## src/hw/rtl/lcae_pkg.sv

```systemverilog
// Shared package of the lowest common ancestor engine: sizes, operation codes
// and the command and status bundles between controller and datapath.
// Depends on nothing; every other file of the block imports it.
package lcae_pkg;

	localparam int ID_W      = 10;
	localparam int MAX_NODES = 1024;
	localparam int ADDR_W    = $clog2(MAX_NODES);
	localparam int STEP_W    = $clog2(MAX_NODES + 1);

	localparam logic [1:0] OP_CLEAR  = 2'd0;
	localparam logic [1:0] OP_RECORD = 2'd1;
	localparam logic [1:0] OP_QUERY  = 2'd2;

	typedef enum logic [1:0] {
		RD_IN_A   = 2'd0,
		RD_B      = 2'd1,
		RD_PARENT = 2'd2
	} lcae_rd_sel_t;

	typedef struct packed {
		logic         start;
		lcae_rd_sel_t rd_sel;
		logic         path_set;
		logic         cur_from_parent;
		logic         cur_from_b;
		logic         rec_wr;
		logic         clr_start;
		logic         clr_step;
		logic         clr_present;
		logic         set_found;
		logic         set_miss;
		logic         out_load;
	} lcae_cmd_t;

	typedef struct packed {
		logic walk_ok;
		logic path_hit;
		logic clr_last;
		logic rec_ok;
	} lcae_sts_t;

endpackage

```

## src/hw/rtl/lcae_controller.sv

```systemverilog
// Controller of the lowest common ancestor engine: sequences clear, record
// and query transactions and owns the input and output handshakes.
// Depends on lcae_pkg; commands lcae_datapath.
module lcae_controller (
	input  logic                clk,
	input  logic                arst_n,
	input  logic                in_valid,
	output logic                in_ready,
	input  logic [1:0]          op,
	output logic                out_valid,
	input  logic                out_ready,
	input  lcae_pkg::lcae_sts_t sts,
	output lcae_pkg::lcae_cmd_t cmd
);
	import lcae_pkg::*;

	typedef enum logic [6:0] {
		S_IDLE   = 7'b0000001,
		S_REC    = 7'b0000010,
		S_WALK_A = 7'b0000100,
		S_WALK_B = 7'b0001000,
		S_SWEEP  = 7'b0010000,
		S_FIN    = 7'b0100000,
		S_SPARE  = 7'b1000000
	} lcae_state_t;

	lcae_state_t state_q, state_d;
	logic        clr_all_q, clr_all_d;
	logic        init_q, init_d;
	logic        out_valid_q;
	logic        accept;

	assign accept   = in_valid && in_ready;
	assign in_ready = (state_q == S_IDLE);

	always_comb begin
		cmd       = '0;
		cmd.rd_sel = RD_B;
		state_d   = state_q;
		clr_all_d = clr_all_q;
		init_d    = init_q;
		unique case (state_q)
			S_IDLE: begin
				if (accept) begin
					cmd.start  = 1'b1;
					cmd.rd_sel = RD_IN_A;
					unique case (op)
						OP_CLEAR: begin
							cmd.clr_start = 1'b1;
							clr_all_d     = 1'b1;
							state_d       = S_SWEEP;
						end
						OP_RECORD: state_d = S_REC;
						OP_QUERY:  state_d = S_WALK_A;
						default:   state_d = S_FIN;
					endcase
				end
			end
			S_REC: begin
				cmd.rec_wr = sts.rec_ok;
				state_d    = S_FIN;
			end
			S_WALK_A: begin
				if (sts.walk_ok) begin
					cmd.path_set        = 1'b1;
					cmd.cur_from_parent = 1'b1;
					cmd.rd_sel          = RD_PARENT;
				end else begin
					cmd.cur_from_b = 1'b1;
					cmd.rd_sel     = RD_B;
					state_d        = S_WALK_B;
				end
			end
			S_WALK_B: begin
				if (sts.walk_ok && sts.path_hit) begin
					cmd.set_found = 1'b1;
					cmd.clr_start = 1'b1;
					clr_all_d     = 1'b0;
					state_d       = S_SWEEP;
				end else if (sts.walk_ok) begin
					cmd.cur_from_parent = 1'b1;
					cmd.rd_sel          = RD_PARENT;
				end else begin
					cmd.set_miss  = 1'b1;
					cmd.clr_start = 1'b1;
					clr_all_d     = 1'b0;
					state_d       = S_SWEEP;
				end
			end
			S_SWEEP: begin
				cmd.clr_step    = 1'b1;
				cmd.clr_present = clr_all_q;
				if (sts.clr_last) begin
					init_d  = 1'b0;
					state_d = init_q ? S_IDLE : S_FIN;
				end
			end
			S_FIN: begin
				if (!out_valid_q || out_ready) begin
					cmd.out_load = 1'b1;
					state_d      = S_IDLE;
				end
			end
			default: state_d = S_IDLE;
		endcase
	end

	// Reset starts in a full sweep so that both mark memories read as zero.
	always_ff @(posedge clk or negedge arst_n) begin
		if (!arst_n) begin
			state_q     <= S_SWEEP;
			clr_all_q   <= 1'b1;
			init_q      <= 1'b1;
			out_valid_q <= 1'b0;
		end else begin
			state_q   <= state_d;
			clr_all_q <= clr_all_d;
			init_q    <= init_d;
			if (cmd.out_load) begin
				out_valid_q <= 1'b1;
			end else if (out_ready) begin
				out_valid_q <= 1'b0;
			end
		end
	end

	assign out_valid = out_valid_q;

endmodule

```

## config.mk

```make
export PLATFORM = sky130hd
export DESIGN_NAME = lcae_controller
export DESIGN_NICKNAME = d
export VERILOG_FILES = /design/src/hw/rtl/lcae_pkg.sv /design/src/hw/rtl/lcae_controller.sv
export SDC_FILE = /design/constraint.sdc
export NUM_CORES = 1
export LEC_CHECK = 0
export BUFFER_PORTS_ARGS = -buffer_cell sky130_fd_sc_hd__buf_2
export CAP_MARGIN = 20
export CORE_UTILIZATION = 51
export DETAILED_ROUTE_END_ITERATION = 12
export MAX_ROUTING_LAYER = met4
export PLACE_DENSITY = 0.82
export SETUP_SLACK_MARGIN = 0.3
export SLEW_MARGIN = 20
export SYNTH_ARGS = -nofsm -noshare
export SYNTH_HDL_FRONTEND = slang
export SYNTH_SLANG_ARGS = --single-unit
```

## constraint.sdc

```tcl
create_clock -name clk -period 2.65 [get_ports clk]
set_clock_uncertainty 0.2 [all_clocks]
set_input_delay 0.265 -clock clk [delete_from_list [all_inputs] [get_ports clk]]
set_output_delay 0.265 -clock clk [all_outputs]
set_load 0.01 [all_outputs]
```

==> impl_metrics.py, run 1 <==
metrics = {
    "detailed_routing": {
        "dr.pass1.iters": 4,
        "drc_errors": 0,
        "viasPerCell": 5.79,
        "postRouteAntennaNets": 0,
        "drtIter0Drc": 12,
        "wl_um": 1640,
        "vias": 701,
        "wire_per_inst_um": 13.6,
    },
    "synthesis": {
        "synth_cell_types": 43,
        "ys_async_sr_fraction": 1.00,
        "syn-num-nets": 92,
        "yosys_warnings": 0,
        "synth_area_leaders": "dfrtp_1, dfstp_2, nor4_1, o21ai_0, inv_1",
        "ys.flop_type": "dfrtp_1",
        "yosys.cell_count.top_type": "inv_1",
        "syn_area_per_cell_um2": 8.42,
        "netlist_top_cells_count": "inv_1, nor2_1, dfrtp_1, o21ai_0, nor4_1",
        "synth_top_area_frac": 0.217,
        "synth_cells": 82,
        "synth-edff-count": 0,
        "ys_seq_elements": 9,
        "synthesis.area_um2": 691,
        "yosysSeqAreaShare": 0.332,
        "yosys.area.top_type": "dfrtp_1",
    },
    "finish": {
        "drive_gt1_frac": 0.383,
        "nNetsFinal": 118,
        "antenna_cells": 0,
        "syn2layout_area_growth_pct": 27.2,
    },
    "place": {
        "gp_congestion": 0.830,
        "dp_hpwl_um": 1150,
        "pre_cts_slack_ns": 0.521,
        "numPortBuffers": 24,
    },
    "sta": {
        "fin_tns_setup_ns": 0,
        "drv_slew": 0,
        "setup_violations": 0,
        "tightestPinTransition_ns": 0.413,
        "post-route-period-util": 0.882,
        "slew_headroom": 0.722,
        "hold_violations": 0,
        "min_period_ns": 2.34,
        "rsz0062_at_grt": "true",
        "max_freq_mhz": 428,
        "setup_slack_ns": 0.312,
    },
    "pwr": {
        "peakVddDrop_mv": 0.531,
        "p_clk_frac": 0.140,
        "sequentialPowerShare": 0.356,
        "pwr-share-comb": 0.505,
        "power_switching_mw": 0.322,
        "power_density_nw_per_um2": 845,
        "sw_frac_of_total": 0.434,
        "p_int_mw": 0.421,
        "leakage_nw": 0.418,
    },
    "outcome": {
        "status": "complete, no violations",
    },
    "clock_network": {
        "tritoncts": "built",
        "cts_buffer_depth": 2,
        "clk_latency_ns": 0.26,
        "postCtsSetupBuffers": 0,
        "h-tree-depth": 1,
        "clk_pin_slew_ns": 0.06,
        "clkSinkCount": 9,
        "root_buffer": "clkbuf_4",
        "cts_buffers": 3,
    },
    "floorplanning": {
        "fp.dieH_um": 38.8,
        "core_area_um2": 1190,
        "die_w_um": 38.8,
        "io_pins": 25,
        "dieArea_um2": 1510,
        "row_count": 12,
        "start_util": 0.582,
    },
    "critical_path": {
        "cp_cell_sequence": "nor3_2, nand4_1, o31ai_2, buf_2",
        "required_ns": 2.18,
        "cp.arrival_ns": 1.87,
        "setup.worst_path.class": "reg -> out",
        "max_stage_delay_ns": 0.52,
        "critical_path_buf_inv_count": 1,
        "critPathMaxFanout": 12,
        "endpoint_kind": "output port",
        "slowest_stage": "dfrtp_1",
        "start_kind": "register",
        "cpLargestDelayFamily": "simple AND/OR/NAND/NOR gates",
    },
    "global_route": {
        "grt_pass1_vias": 537,
        "grt_util_all_layers": 0.241,
        "grt_max_degree": 15,
        "top_usage_layer": "met1",
        "gr-usage-met1": 0.344,
        "antenna_found_initial": 0,
        "groute.layer.met2.usage": 0.317,
        "grt_pass1_wl_um": 2360,
        "use_met3": 0.0462,
        "grt.overflow.total": 0,
    },
    "min_path": {
        "worstHoldPathType": "in -> reg",
    },
    "job": {
        "cap_violations": 0,
    },
}
[cells in the final DEF, fill, tap and decap left out, types with 2 or more instances in the layout]
cell,netlist,final
dfrtp_1,6,5
o21ai_0,6,6
nor2_1,7,7
nor4b_1,2,2
inv_1,8,8
dlygate4sd3_1,0,2
nor3_1,4,2
nor4_1,5,4
buf_2,1,24
nand3_1,2,2
nor3_2,0,2
clkbuf_4,0,3
a21oi_1,2,2
dfstp_2,3,3
and3_1,2,2
nand2_1,3,3
[cell families (layout without fill, tap and decap cells)]
kind of cell	after synthesis	count (layout)	synth area share
compound gates	18	18	0.192
mux	2	2	0.0308
simple gates	39	39	0.350
xor+xnor	1	1	0.0127
buf+inv	13	38	0.0833
flops	9	9	0.332
[stage by stage]
stage | hold slack [ns] | std cells | util | power (mW) | instance area, µm²
after floorplan | -0.231 | 82 | - | 0.511 | 691
after global placement | -0.0724 | 115 | 0.675 | 0.593 | 801
after detailed placement | -0.0757 | 115 | 0.675 | 0.596 | 801
after CTS | 0.0172 | 121 | 0.719 | 0.717 | 853
after global routing | 0.0235 | 121 | 0.741 | 0.795 | 878
final | 0.0230 | 121 | 0.741 | 0.743 | 878
[layout make-up]
class | instances | area, µm²
Multi-Input combinational cell | 60 | 434
Fill cell | 89 | 308
Sequential cell | 9 | 230
Timing Repair Buffer | 26 | 140
Inverter | 8 | 30.0
Clock buffer | 4 | 26.3
Tap cell | 14 | 17.5
[power groups by stage]
stage | Sequential [mW] | Clock [mW] | Combinational [mW]
after floorplan | 0.213 | 0 | 0.299
after global placement | 0.248 | 0 | 0.345
after detailed placement | 0.250 | 0 | 0.347
after CTS | 0.252 | 0.109 | 0.356
after global routing | 0.270 | 0.114 | 0.411
final | 0.264 | 0.104 | 0.375
[registers in the layout, summed over array words and instances (netlist names)]
register	flops
clr_all_q	1
init_q	1
out_valid	1
state_q	6
[repair_timing]
action                     in CTS  in global routing
hold endpoints to repair       10                  0
hold buffers                    2                  0
cloned                          0                  0
gates resized for setup         1                  5
setup endpoints to repair       2                  4
[metal layers]
layer  part of all wire  up-vias  wire [µm]
met5                  0        -          0
met4             0.0073        0         12
met3              0.071        2        116
met2               0.46       37        758
met1               0.46      307        755
li1                   -      355          -
[path summary, 6_finish.rpt]
kind	endpoint	depth (start not counted)	from	slack, ns
max reg2reg	state_q[5]	4	state_q[2]	0.65
max	cmd[5]	4	state_q[1]	0.31
min reg2reg	init_q	1	init_q	0.30
min in group asynchronous	state_q[1]	2	arst_n	0.18
min	out_valid	2	out_ready	0.02
max in group asynchronous	init_q	2	arst_n	1.83
No activity file was read; power rests on OpenSTA's default activity.
==> run 2, diff against run 1 <==
--- a/config.mk
+++ b/config.mk
@@ -10,7 +10,7 @@
 export CORE_UTILIZATION = 51
 export DETAILED_ROUTE_END_ITERATION = 12
 export MAX_ROUTING_LAYER = met4
-export PLACE_DENSITY = 0.82
+export PLACE_DENSITY_LB_ADDON = 0.1
 export SETUP_SLACK_MARGIN = 0.3
 export SLEW_MARGIN = 20
 export SYNTH_ARGS = -nofsm -noshare
==> impl_metrics.py, run 2 (same netlist as run 1, synthesis figures left out) <==
metrics = {
    "finish": {
        "largest_reg_flops": 6,
        "nNetsFinal": 118,
        "fin_area_um2": 868,
        "antenna_cells": 0,
        "layout_commonest_cell": "buf_2",
        "final_cell_mix": "buf_2, inv_1, nor2_1",
        "syn2layout_area_growth_pct": 25.7,
        "fin_util": 0.732,
        "stdcell_count": 121,
        "top_register": "state_q",
        "drive_gt1_frac": 0.364,
    },
    "sta": {
        "setup_slack_ns": 0.382,
        "tightestPinTransition_ns": 0.427,
        "drv_slew": 0,
        "post-route-period-util": 0.856,
        "max_freq_mhz": 441,
        "min_period_ns": 2.27,
        "fin_tns_setup_ns": 0,
        "slew_headroom": 0.716,
        "rsz0062_at_grt": "true",
        "setup_violations": 0,
        "whs_ns": 0.0523,
        "hold_violations": 0,
    },
    "floorplanning": {
        "start_util": 0.582,
        "dieArea_um2": 1510,
        "io_pins": 25,
        "row_count": 12,
        "core_area_um2": 1190,
        "fp.dieH_um": 38.8,
        "die_w_um": 38.8,
    },
    "clock_network": {
        "tritoncts": "built",
        "cts_buffer_depth": 2,
        "h-tree-depth": 1,
        "cts_buffers": 3,
        "root_buffer": "clkbuf_4",
        "clk_latency_ns": 0.25,
        "clkSinkCount": 9,
        "clk_pin_slew_ns": 0.06,
    },
    "place": {
        "dp.cells": 115,
        "dp_hpwl_um": 1130,
        "gp_congestion": 0.797,
        "pre_cts_slack_ns": 0.540,
        "numPortBuffers": 24,
        "placed_area_um2": 801,
    },
    "critical_path": {
        "worstRegToRegCells": 4,
        "cp.arrival_ns": 1.80,
        "cp_cell_sequence": "nor3_2, nand4_1, o31ai_1, buf_2",
        "required_ns": 2.18,
        "max_stage_delay_ns": 0.52,
        "rr_endpoint": "state_q[5]",
        "endpoint_kind": "output port",
        "r2r_setup_slack_ns": 0.67,
        "r2r-start": "state_q[2]",
        "cp_num_cells": 4,
        "critPathMaxFanout": 12,
        "setup.worst_path.class": "reg -> out",
        "slowest_stage": "dfrtp_1",
        "cpLargestDelayFamily": "simple AND/OR/NAND/NOR gates",
        "critical_path_buf_inv_count": 1,
        "start_kind": "register",
    },
    "pwr": {
        "power_density_nw_per_um2": 844,
        "power.total_mw": 0.733,
        "peakVddDrop_mv": 0.419,
        "leakage_nw": 0.415,
    },
    "detailed_routing": {
        "viasPerCell": 5.89,
        "wl_um": 1590,
        "drc_errors": 0,
        "wire_per_inst_um": 13.2,
        "dr.pass1.iters": 4,
        "drtIter0Drc": 15,
        "vias": 713,
        "postRouteAntennaNets": 0,
    },
    "global_route": {
        "grt.overflow.total": 0,
        "grt_pass1_vias": 526,
        "grt_util_all_layers": 0.233,
        "antenna_found_initial": 0,
        "grt_max_degree": 15,
        "grt_pass1_wl_um": 2360,
    },
    "min_path": {
        "hold_depth": 2,
        "hp-start": "out_ready",
        "worstHoldPathType": "in -> reg",
        "holdPathEnd": "out_valid",
    },
    "outcome": {
        "status": "complete, no violations",
    },
    "job": {
        "cap_violations": 0,
    },
}
run 2: cell types whose count changed in the layout (fill, tap and decap cells not counted):
cell,change
nor3_1,+1
nor3_2,-1
o31ai_1,+1
o31ai_2,-1
run 2: worst max path at each step:
stage | start | to
after floorplan | state_q[0] | state_q[5]
after global placement | state_q[1] | cmd[10]
after detailed placement | state_q[1] | cmd[10]
after CTS | state_q[3] | cmd[5]
after global routing | state_q[1] | cmd[5]
final | state_q[1] | cmd[5]
run 2: cell type report:
cell class	count	area, µm²
multi-input combinational	60	424
fill	93	318
inverter	8	30.0
sequential	9	230
timing repair buffer	26	140
tap	14	17.5
clock buffer	4	26.3
run 2: timing repair:
| item | in CTS | in global routing |
|---|---|---|
| pin swaps | 0 | 0 |
| endpoints found under the setup margin | 2 | 3 |
| resized for setup | 1 | 3 |
| hold buffers | 2 | 0 |
| endpoints found under the hold margin | 10 | 0 |
| buffers inserted | 0 | 0 |
run 2: per-layer routing:
layer	global-route usage	wire, µm	up-vias
met3	0.0173	62	0
met5	-	0	-
met2	0.338	737	24
li1	-	-	354
met4	0.0517	0	0
met1	0.357	793	335
run 2: power breakdown:
part / internal, mW / switching, mW
Sequential: 0.181 / 0.0816
Clock: 0.0580 / 0.0482
Combinational: 0.181 / 0.184
==> run 3, diff against run 2 <==
--- a/config.mk
+++ b/config.mk
@@ -7,7 +7,7 @@
 export LEC_CHECK = 0
 export BUFFER_PORTS_ARGS = -buffer_cell sky130_fd_sc_hd__buf_2
 export CAP_MARGIN = 20
-export CORE_UTILIZATION = 51
+export CORE_UTILIZATION = 50
 export DETAILED_ROUTE_END_ITERATION = 12
 export MAX_ROUTING_LAYER = met4
 export PLACE_DENSITY_LB_ADDON = 0.1
==> impl_metrics.py, run 3 (same netlist as run 1, synthesis figures left out) <==
metrics = {
    "finish": {
        "syn2layout_area_growth_pct": 27.2,
        "largest_reg_flops": 6,
        "nNetsFinal": 118,
        "layout_commonest_cell": "buf_2",
        "top_register": "state_q",
        "drive_gt1_frac": 0.393,
        "fin_area_um2": 878,
        "final_cell_mix": "buf_2, inv_1, nor2_1",
        "n_fill_cell": 115,
        "antenna_cells": 0,
        "fin_util": 0.684,
    },
    "sta": {
        "max_freq_mhz": 438,
        "hold_violations": 0,
        "setup_slack_ns": 0.367,
        "drv_slew": 0,
        "fin_tns_setup_ns": 0,
        "setup_violations": 0,
        "rsz0062_at_grt": "true",
        "min_period_ns": 2.28,
        "tightestPinTransition_ns": 0.378,
        "post-route-period-util": 0.861,
        "slew_headroom": 0.748,
    },
    "critical_path": {
        "critical_path_buf_inv_count": 1,
        "endpoint_kind": "output port",
        "cpLargestDelayFamily": "simple AND/OR/NAND/NOR gates",
        "critPathMaxFanout": 10,
        "max_stage_delay_ns": 0.62,
        "slowest_stage": "or4_4",
        "cp.arrival_ns": 1.82,
        "setup.worst_path.class": "reg -> out",
        "start_kind": "register",
        "required_ns": 2.18,
        "cp_cell_sequence": "or4_4, nor3_1, buf_2",
    },
    "clock_network": {
        "cts_buffer_depth": 2,
        "clkSinkCount": 9,
        "clk_pin_slew_ns": 0.06,
        "root_buffer": "clkbuf_4",
        "h-tree-depth": 1,
        "cts_buffers": 3,
        "clk_latency_ns": 0.26,
        "tritoncts": "built",
    },
    "floorplanning": {
        "die_w_um": 39.2,
        "fp.dieH_um": 39.2,
        "dieArea_um2": 1530,
        "core_area_um2": 1280,
        "io_pins": 25,
        "row_count": 13,
        "start_util": 0.537,
    },
    "detailed_routing": {
        "wl_um": 1670,
        "postRouteAntennaNets": 0,
        "vias": 705,
        "wirelength_met1_um": 754,
        "drc_errors": 0,
        "dr.pass1.iters": 4,
        "viasPerCell": 5.78,
        "wl_met2_um": 830,
        "drtIter0Drc": 14,
        "wl_met3_um": 80,
        "routed.top_layer": "met4",
        "wire_per_inst_um": 13.7,
    },
    "pwr": {
        "leakage_nw": 0.413,
        "power.total_mw": 0.741,
        "peakVddDrop_mv": 0.453,
        "power_density_nw_per_um2": 844,
    },
    "global_route": {
        "antenna_found_initial": 0,
        "grt.overflow.total": 0,
        "grt_util_all_layers": 0.256,
        "grt_pass1_vias": 557,
        "grt_max_degree": 15,
        "grt_pass1_wl_um": 2530,
    },
    "min_path": {
        "worstHoldPathType": "in -> reg",
    },
    "outcome": {
        "status": "complete, no violations",
    },
    "job": {
        "cap_violations": 0,
    },
    "place": {
        "dp_hpwl_um": 1230,
        "pre_cts_slack_ns": 0.535,
        "placed_area_um2": 802,
        "gp_congestion": 0.722,
        "numPortBuffers": 24,
    },
}
-- run 3: changes by cell type in the layout (fill, tap and decap cells not counted) --
| cell | change |
|---|---|
| dfrtp_1 | -2 |
| dfrtp_2 | +2 |
| nor4_1 | -1 |
| nor4_2 | +1 |
-- run 3: worst paths after layout --
| path | from | endpoint | slack [ns] | depth (start not counted) |
|---|---|---|---|---|
| max | state_q[0] | cmd[7] | 0.37 | 3 |
| min | out_ready | out_valid | 0.03 | 2 |
| max in group asynchronous | arst_n | clr_all_q | 1.82 | 2 |
| max reg2reg | state_q[0] | state_q[5] | 0.69 | 4 |
| min in group asynchronous | arst_n | out_valid | 0.18 | 2 |
| min reg2reg | init_q | init_q | 0.29 | 1 |
-- run 3: area by class of cell --
| cell class | count | area (µm²) | share of cell area |
|---|---|---|---|
| Multi-Input combinational cell | 60 | 430 | 0.490 |
| Sequential cell | 9 | 233 | 0.265 |
| Timing Repair Buffer | 26 | 140 | 0.160 |
| Inverter | 8 | 30.0 | 0.0342 |
| Clock buffer | 4 | 26.3 | 0.0299 |
| Tap cell | 15 | 18.8 | 0.0214 |
-- run 3: per-layer routing --
layer	global-route usage	vias up
li1	-	352
met4	0.0517	0
met3	0.104	2
met1	0.316	334
met2	0.392	17
met5	-	-
-- run 3: worst register-to-register path, stage by stage (launching register included) --
cell and delay, ns:
dfrtp_1 0.51, or4_4 0.62, a211oi_4 0.20, nand3b_2 0.17
mux2i_1 0.18
-- run 3: stage by stage --
| stage | hold slack [ns] | instances |
|---|---|---|
| after floorplan | -0.231 | 82 |
| after global placement | -0.0735 | 116 |
| after detailed placement | -0.0740 | 116 |
| after CTS | 0.0331 | 122 |
| after global routing | 0.0443 | 122 |
| final | 0.0328 | 122 |
-- run 3: power breakdown --
group | leakage [nW] | switching (mW) | internal [mW] | total (mW)
clock network | 0.0150 | 0.0490 | 0.0581 | 0.107
registers | 0.106 | 0.0868 | 0.182 | 0.268
logic | 0.292 | 0.186 | 0.180 | 0.366
-- run 3: repair_timing --
action,4_1_cts,5_1_grt
setup endpoints to repair,2,6
resized for setup,1,6
pin swaps,0,1
buffers inserted,0,0
hold buffers,2,0
endpoints found under the hold margin,10,0
